[src/dpd_pkg.sv]
package dpd_pkg;

    // Field and datapath widths
    localparam int POS_W   = 24;
    localparam int SUM_W   = 32;
    localparam int GF_W    = 16;
    localparam int GAIN_W  = 20;
    localparam int ZONE_W  = 16;
    localparam int SPEED_W = 11;

    localparam int CFG_W     = GAIN_W;
    localparam int CFG_IDX_W = 3;

    localparam int ERR_W   = POS_W + 1;
    localparam int DIFF_W  = ERR_W + 1;
    localparam int ACC_W   = ((SUM_W > ERR_W) ? SUM_W : ERR_W) + 1;
    localparam int PPROD_W = ERR_W + GAIN_W + 1;
    localparam int DPROD_W = DIFF_W + GAIN_W + 1;
    localparam int IPROD_W = SUM_W + GAIN_W;
    localparam int PD_MAX_W = (PPROD_W > DPROD_W) ? PPROD_W : DPROD_W;
    localparam int POW_W   = ((PD_MAX_W > IPROD_W + 1) ? PD_MAX_W : IPROD_W + 1) + 2;
    localparam int ZCMP_W  = ZONE_W + ERR_W;

    localparam logic signed [SUM_W-1:0] SUM_MAX = {1'b0, {(SUM_W-1){1'b1}}};
    localparam logic signed [SUM_W-1:0] SUM_MIN = {1'b1, {(SUM_W-1){1'b0}}};
    localparam logic signed [SPEED_W-1:0] SPEED_MAX = {1'b0, {(SPEED_W-1){1'b1}}};

    // Register indexes
    localparam logic [CFG_IDX_W-1:0] REG_LEFT_P_GAIN    = 3'd0;
    localparam logic [CFG_IDX_W-1:0] REG_RIGHT_P_GAIN   = 3'd1;
    localparam logic [CFG_IDX_W-1:0] REG_LEFT_I_GAIN    = 3'd2;
    localparam logic [CFG_IDX_W-1:0] REG_RIGHT_I_GAIN   = 3'd3;
    localparam logic [CFG_IDX_W-1:0] REG_LEFT_D_GAIN    = 3'd4;
    localparam logic [CFG_IDX_W-1:0] REG_RIGHT_D_GAIN   = 3'd5;
    localparam logic [CFG_IDX_W-1:0] REG_LEFT_ZONE      = 3'd6;
    localparam logic [CFG_IDX_W-1:0] REG_RIGHT_ZONE     = 3'd7;

    // Reset values
    localparam logic [GAIN_W-1:0] P_GAIN_RST = GAIN_W'(65536);
    localparam logic [GAIN_W-1:0] I_GAIN_RST = '0;
    localparam logic [GAIN_W-1:0] D_GAIN_RST = '0;
    localparam logic [ZONE_W-1:0] ZONE_RST   = ZONE_W'(10);

    typedef struct packed {
        logic [GAIN_W-1:0] p_gain;
        logic [GAIN_W-1:0] i_gain;
        logic [GAIN_W-1:0] d_gain;
        logic [ZONE_W-1:0] zone;
    } t_side_cfg;

    // Stage loads and controls of the shared pipeline
    typedef struct packed {
        logic ld_a;
        logic ld_b;
        logic ld_c;
        logic ld_d;
        logic ld_e;
        logic run_b;
        logic done_d;
    } t_pipe_ctl;

endpackage

[src/dpd_cfg.sv]
module dpd_cfg import dpd_pkg::*; (
    input  logic                 i_clk,
    input  logic                 i_rst_n,
    input  logic                 i_cfg_wr_en,
    input  logic [CFG_IDX_W-1:0] i_cfg_idx,
    input  logic [CFG_W-1:0]     i_cfg_wdata,
    output t_side_cfg            o_left_cfg,
    output t_side_cfg            o_right_cfg
);

    t_side_cfg r_left;
    t_side_cfg r_right;
    t_side_cfg n_left;
    t_side_cfg n_right;

    always_comb begin
        n_left  = r_left;
        n_right = r_right;
        if (i_cfg_wr_en) begin
            unique case (i_cfg_idx)
                REG_LEFT_P_GAIN:  n_left.p_gain  = i_cfg_wdata[GAIN_W-1:0];
                REG_RIGHT_P_GAIN: n_right.p_gain = i_cfg_wdata[GAIN_W-1:0];
                REG_LEFT_I_GAIN:  n_left.i_gain  = i_cfg_wdata[GAIN_W-1:0];
                REG_RIGHT_I_GAIN: n_right.i_gain = i_cfg_wdata[GAIN_W-1:0];
                REG_LEFT_D_GAIN:  n_left.d_gain  = i_cfg_wdata[GAIN_W-1:0];
                REG_RIGHT_D_GAIN: n_right.d_gain = i_cfg_wdata[GAIN_W-1:0];
                REG_LEFT_ZONE:    n_left.zone    = i_cfg_wdata[ZONE_W-1:0];
                REG_RIGHT_ZONE:   n_right.zone   = i_cfg_wdata[ZONE_W-1:0];
                default: begin
                    n_left  = r_left;
                    n_right = r_right;
                end
            endcase
        end
    end

    always_ff @(posedge i_clk) begin
        if (!i_rst_n) begin
            r_left  <= '{p_gain: P_GAIN_RST, i_gain: I_GAIN_RST, d_gain: D_GAIN_RST,
                         zone: ZONE_RST};
            r_right <= '{p_gain: P_GAIN_RST, i_gain: I_GAIN_RST, d_gain: D_GAIN_RST,
                         zone: ZONE_RST};
        end else begin
            r_left  <= n_left;
            r_right <= n_right;
        end
    end

    assign o_left_cfg  = r_left;
    assign o_right_cfg = r_right;

endmodule

[config.mk]
export PLATFORM = sky130hd
export DESIGN_NAME = dpd_cfg
export DESIGN_NICKNAME = d
export VERILOG_FILES = /design/src/dpd_pkg.sv /design/src/dpd_cfg.sv
export SDC_FILE = /design/constraint.sdc
export NUM_CORES = 1
export LEC_CHECK = 0
export BUFFER_PORTS_ARGS = -buffer_cell sky130_fd_sc_hd__buf_2
export CAP_MARGIN = 5
export CORE_MARGIN = 4
export CORE_UTILIZATION = 25
export CTS_CLUSTER_SIZE = 8
export DETAILED_ROUTE_END_ITERATION = 10
export PLACE_DENSITY_LB_ADDON = 0.25
export SLEW_MARGIN = 20
export SYNTH_ARGS = -nofsm -noshare
export SYNTH_HDL_FRONTEND = slang
export SYNTH_SLANG_ARGS = --single-unit
[constraint.sdc]
create_clock -name i_clk -period 1.5 [get_ports i_clk]
set_input_delay 0.225 -clock i_clk [delete_from_list [all_inputs] [get_ports i_clk]]
set_output_delay 0.225 -clock i_clk [all_outputs]
set_load 0.02 [all_outputs]
==> After elaboration in Yosys (flattened, before gate mapping) <==
Cells that the tools add are included.
{ "totals": {"register_bits": 152, "wordCells": 24, "out_inout_bits": 152, "inputBits": 26} }
{ "classes": {"eq_ne": 7, "reduce_logical": 9} }
{ "op_table": {"columns": ["op", "count"], "rows": [
  ["AND reduction 2 bit", 8],
  ["== test 3 bit (second input constant)", 4],
  ["== test 3 x 2 -> 1 bit (second input constant)", 2],
  ["== test 3 x 1 -> 1 bit (second input constant)", 1],
  ["zero test 3 bit", 1]
]} }

==> Longest topological paths before layout <==
Gate-level depths: netlist of the first run.
{ "depth": {"word_depth": 2, "ltp_mapped": 5, "depth_no_buf": 2} }

==> Least setup slack after synthesis of the first run <==
Ideal clock, no wire load.
{ "synth_path": {"kind": "in2reg", "from": "input i_cfg_idx[1]", "to": "register r_left (netlist bit o_left_cfg[56])", "n_path_buf": 3, "t_arrival_ps": 1241, "path_stages": 5, "slack_ps": 133, "setup_ps": 126, "required_time_ps": 1374, "path_cell_list": "buf_2 -> or4b_1 -> clkbuf_1 -> buf_6 -> mux2i_1"} }
{ "synth_via": {"elab_chain_len": 2} }
{ "synth_rtl": {"columns": ["element", "line_no", "source"], "rows": [
  ["start, declared", "dpd_cfg.sv:5", "input logic [CFG_IDX_W-1:0] i_cfg_idx,"],
  ["zero test 3 bit", "dpd_cfg.sv:20", "unique case (i_cfg_idx)"],
  ["AND reduction 2 bit (no source line)", null, null],
  ["end signal, assigned", "dpd_cfg.sv:39", "r_left <= '{p_gain: P_GAIN_RST, i_gain: I_GAIN_RST, d_gain: D_GAIN_RST,"],
  ["end signal, assigned", "dpd_cfg.sv:44", "r_left <= n_left;"],
  ["end, declared", "dpd_cfg.sv:11", "t_side_cfg r_left;"]
]} }
No other way between the ends.
A chain may end at the register's enable or synchronous reset.

==> Final worst setup path of the first run <==
{ "layout_path": {"from": "register r_right (netlist bit o_right_cfg[73])", "to": "output o_right_cfg[73] (netlist bit)"} }
{ "layout_lines": {"columns": ["element", "line_no", "source"], "rows": [
  ["start, declared", "dpd_cfg.sv:12", "t_side_cfg r_right;"],
  ["start signal, assigned", "dpd_cfg.sv:41", "r_right <= '{p_gain: P_GAIN_RST, i_gain: I_GAIN_RST, d_gain: D_GAIN_RST,"],
  ["start signal, assigned", "dpd_cfg.sv:45", "r_right <= n_right;"],
  ["end, declared", "dpd_cfg.sv:8", "output t_side_cfg o_right_cfg"]
]} }
No word-level cell between the ends.

==> flow_summary.yaml, run 1 <==
synth:
  synth_xor_xnor_area_share: 0
  synth_mux_area_frac: 0.276
  avgSynthCellArea_um2: 10.5
  synth_adder_area_share: 0
  synth-simple-area-share: 0.139
  synth_seq_cells: 152
  synth_area_um2: 5510
  syn_inst: 526
  synth_top_family_by_area: "multiplexers"
  synth_cell_types: 14
  yosys_warnings: 0
  yosysSeqAreaShare: 0.553
  synth_fp_nets: 552
  synth_compound_area_frac: 0
global_routing:
  overflow: 0
  grtUsageTotal: 0.137
  grt_first_pass_wirelength_um: 25500
  antenna_found_initial: 0
  grt_max_degree: 41
  grt_pass1_vias: 4239
sta:
  slew_violations: 0
  finalClockSkew_ps: 0
  fin_crit_sh: 0.787
  hold_viol_final: 0
  worstMarginPinSlew_ps: 443
  fmax_ghz: 0.847
  fin_hold_ws_ps: 99.7
  fin_crit_ps: 1180
  fin_setup_tns_ps: 0
  setup_viol: 0
  relSlewSlack: 0.704
  rsz0062_at_grt: "false"
routing:
  firstDrtPassIters: 4
  viasPerCell: 4.20
  drt_iter0_markers: 185
  wirelength_um: 16700
  wl_per_cell_um: 16.5
  via_count: 4230
  drc: 0
  ant_nets: 0
final_layout:
  nets: 741
  diodes: 0
  n_fill_cell: 2265
  drive_gt1_frac: 0.334
  multi_input_comb_area_um2: 2310
  instances_no_fill: 1008
  syn2layout_area_growth_pct: 35.5
  regArea_um2: 3040
critical_path:
  arrival_ps: 960
  cp.required_ps: 1270
  path_buf_inv: 1
  r2r_slack_ps: 880
  cpMaxStageDelayCell: "dfxtp_1"
  worstSetupEndpointType: "output port"
  cp-start-kind: "flop"
  cp_top_family: "flip-flops"
  critPathMaxFanout: 2
  worstSetupPathType: "flop to output port"
  worst_path_largest_cell_delay_ps: 360
  path_cells: "buf_2"
clocking:
  cts_buffer_depth: 2
  cts_max_level: 4
  numCtsBuffers: 17
  ctsResizeCount: 0
  cts_hold_buf: 0
  path_clk_slew_ps: 70
  cts_tree: "yes"
  post_cts_buffers: 0
  root_buffer: "clkbuf_16"
  clock_latency_ps: 410
  cts.sinks: 152
floorplan:
  initial_utilization: 0.253
  pin_count: 178
  die_height_um: 156
  die-area_um2: 24500
  coreArea_um2: 21800
  rows: 54
  fp.dieW_um: 156
worst_hold_path:
  holdCritPathClass: "input pin to flop"
placed_design:
  post-place-cells: 976
  routabilityCongestion: 0.716
  port_buffers: 177
  dpl.hpwl_um: 11800
power_and_ir_drop:
  peakVddDrop_mv: 0.655
  p_leak_nw: 4.05
  power_mw: 8.81
  power_density_nw_per_um2: 1180
job:
  cap_viol_max_count: 0
outcome:
  status: "complete, no violations"
## cells in the mapped netlist (all sizes together)
library cell	count	area share
dfxtp	152	0.55
nand4	1	0.0011
nand4bb	2	0.0041
mux2i	152	0.28
nand2	166	0.11
nand4b	3	0.0048
buf	21	0.021
and4b	1	0.0018
nor2b	9	0.010
or4b	1	0.0018
nor4bb	1	0.0018
clkbuf	17	0.012
## cell families (layout without fill, tap and decap cells)
logic type | Yosys count | in the layout
AND/OR/NAND/NOR | 184 | 184
flip-flops | 152 | 152
multiplexers | 152 | 152
buffers and inverters | 38 | 240
## layer usage
layer	GRT usage	up-vias	share of wire
li1	-	2119	-
met1	0.181	1973	0.47
met2	0.213	125	0.45
met3	0.0476	13	0.070
met4	0.0421	0	0.011
met5	0	-	0
## sequential cells by signal, summed over array words and instances, names as in the netlist
name	count
o_left_cfg	76
o_right_cfg	76
## cell usage in the layout, fill, tap and decap left out
cell type and n:
clkinv_2 1, nand2_1 166, inv_6 5, nand4_1 1, clkbuf_16 17, buf_12 7
mux2i_1 152, clkinvlp_4 7, dfxtp_1 152, buf_2 176, nor4bb_4 1, nand4bb_2 2
buf_6 1, and4b_1 1, or4b_1 1, buf_4 24, nor2b_1 9, clkinv_4 2
nand4b_1 3
## report_power, final
part	switching (mW)	internal (mW)
Sequential	0.0441	4.13
Combinational	0.432	0.245
Clock	1.82	2.14
Total	2.30	6.51
## through the flow
step                       util  worst slack (ps)  instance area [um^2]
final                     0.343               320                  7460
after global routing      0.343               265                  7460
after CTS                 0.343               276                  7460
after detailed placement  0.318               103                  6920
after global placement    0.318               119                  6920
after floorplan               -               133                  5510
## area by class of cell
cell class,count,share of cell area
well taps,280,0.0470
clock inverters,15,0.0159
repair buffers,208,0.163
multi-input cells,336,0.310
flip-flops and latches,152,0.408
clock buffers,17,0.0570
## final timing paths
| kind | from | end | cells past startpoint |
|---|---|---|---|
| worst max-delay path | o_right_cfg[73] | o_right_cfg[73] | 1 |
| worst min-delay path | i_cfg_wdata[1] | o_right_cfg[1] | 3 |
| worst max register to register | o_left_cfg[3] | o_left_cfg[3] | 2 |
| worst min register to register | o_right_cfg[50] | o_right_cfg[50] | 2 |
Note: power is estimated with default switching activity, not from simulation.
==> inputs of run 2 (changes only) <==
==> constraint.sdc (replaced) <==
create_clock -name i_clk -period 1.11 [get_ports i_clk]
set_input_delay 0.1665 -clock i_clk [delete_from_list [all_inputs] [get_ports i_clk]]
set_output_delay 0.1665 -clock i_clk [all_outputs]
set_load 0.02 [all_outputs]
==> run 2 against run 1 <==
Effect of this change: core utilization up 3.9 points; sequential share of layout area shrank 2.5 points; clock skew unchanged; wire length grew 2.3%; count of clock-buffer cells in the layout increased by 5; largest cell class unchanged; critical path type unchanged; register-to-register slack lost 460 ps; critical endpoint is now o_left_cfg[12]; global-route usage rose by 0.13 points; critical path depth stayed put; non-clock buffer count is 10 higher.
==> flow_summary.yaml, run 2 (synthesized netlist as in run 1, its figures left out) <==
final_layout:
  n_fill_cell: 2216
  drive_gt1_frac: 0.484
  diodes: 0
  multi_input_comb_area_um2: 2310
  regArea_um2: 3180
  final_cell_mix: "166 x nand2_1, 152 x mux2i_1, 138 x buf_4"
  final_util: 0.382
  mostFrequentLayoutCell: "nand2_1"
  nets: 751
  syn2layout_area_growth_pct: 50.8
global_routing:
  grtUsageTotal: 0.139
  grt_pass1_vias: 4321
  antenna_found_initial: 0
  overflow: 0
  grt_first_pass_wirelength_um: 25800
  grt_max_degree: 34
power_and_ir_drop:
  p_leak_nw: 4.24
  peakVddDrop_mv: 0.865
  power_density_nw_per_um2: 1500
sta:
  slew_violations: 0
  hold_viol_final: 0
  fin_crit_sh: 0.965
  fin_hold_ws_ps: 42.3
  finalClockSkew_ps: 0
  fmax_ghz: 0.933
  worstMarginPinSlew_ps: 407
  fin_crit_ps: 1070
  setup_viol: 0
  relSlewSlack: 0.728
  rsz0062_at_grt: "true"
placed_design:
  port_buffers: 177
  routabilityCongestion: 0.772
  dpl.hpwl_um: 11900
routing:
  drt_iter0_markers: 140
  ant_nets: 0
  wirelength_um: 17000
  via_count: 4362
  wl_per_cell_um: 16.7
  drc: 0
  firstDrtPassIters: 4
  viasPerCell: 4.28
floorplan:
  coreArea_um2: 21800
  die_height_um: 156
  rows: 54
  fp.dieW_um: 156
  die-area_um2: 24500
  initial_utilization: 0.253
  pin_count: 178
critical_path:
  critPathMaxFanout: 2
  reg2regPathDepth: 3
  cp.required_ps: 940
  worstSetupEndpointType: "output port"
  worstSetupPathType: "flop to output port"
  crit_cells: 1
  path_cells: "buf_6"
  worst_path_largest_cell_delay_ps: 360
  path_buf_inv: 1
  cp_top_family: "flip-flops"
  arrival_ps: 910
  r2r_slack_ps: 420
  cpMaxStageDelayCell: "dfxtp_1"
  cp-start-kind: "flop"
clocking:
  cts_buffer_depth: 2
  cts_hold_buf: 0
  clock_latency_ps: 410
  cts.sinks: 152
  numCtsBuffers: 17
  root_buffer: "clkbuf_16"
  cts_tree: "yes"
  cts_max_level: 4
  path_clk_slew_ps: 60
worst_hold_path:
  min_path_cells: 3
  holdCritPathClass: "input pin to flop"
job:
  cap_viol_max_count: 0
outcome:
  status: "complete, no violations"
-- run 2: changes by cell type in the layout (fill, tap and decap cells not counted), moves of 2 or more --
| cell | change |
|---|---|
| clkbuf_8 | +2 |
| clkinvlp_4 | -5 |
| bufinv_16 | +2 |
| buf_6 | +39 |
| inv_6 | -4 |
| buf_12 | +6 |
| buf_4 | +114 |
| clkbuf_1 | +3 |
| buf_2 | -149 |
| dfxtp_1 | -107 |
| dfxtp_2 | +107 |
-- run 2: per-stage QoR --
stage,setup TNS [ps],power [mW],std cells,cell area (um^2),setup WS (ps)
after detailed placement,-14460,6.75,983,7040,-216
after global routing,-2.69,13.0,1018,8300,-1.66
final,0,12.5,1018,8300,38.4
after CTS,0,12.6,1015,7900,0.263
after floorplan,-4220,6.29,526,5540,-167
after global placement,-13790,6.74,983,7040,-210
-- run 2: power by group --
part	switching, mW	leakage, nW	internal (mW)
clock	2.32	0.281	3.44
combinational	0.593	2.68	0.456
sequential	0.0766	1.28	5.59
total	2.99	4.24	9.49
-- run 2: worst paths after layout --
kind | to | start
worst max register to register | o_right_cfg[25] | o_right_cfg[25]
worst min-delay path | o_left_cfg[1] | i_cfg_wdata[1]
worst max-delay path | o_left_cfg[12] | o_left_cfg[12]
worst min register to register | o_right_cfg[10] | o_right_cfg[10]
-- run 2: cell type report --
type	count	share of cell area
Clock inverter	10	0.0145
Tap cell	280	0.0422
Clock buffer	22	0.0559
Sequential cell	152	0.383
Multi-Input combinational cell	336	0.278
Timing Repair Buffer	218	0.227
-- run 2: what timing repair did --
item                                   in CTS  in global routing
endpoints found under the hold margin       0                  0
setup endpoints to repair                  92                119
gates resized for setup                   125                171
buffers inserted                            0                  3
gates cloned                                0                  0
-- run 2: layer usage --
| layer | share of wire | vias to the layer above | track usage |
|---|---|---|---|
| li1 | - | 2147 | - |
| met1 | 0.47 | 2075 | 0.180 |
| met2 | 0.46 | 128 | 0.221 |
| met3 | 0.063 | 12 | 0.0462 |
| met4 | 0.012 | 0 | 0.0393 |
| met5 | 0 | - | 0 |
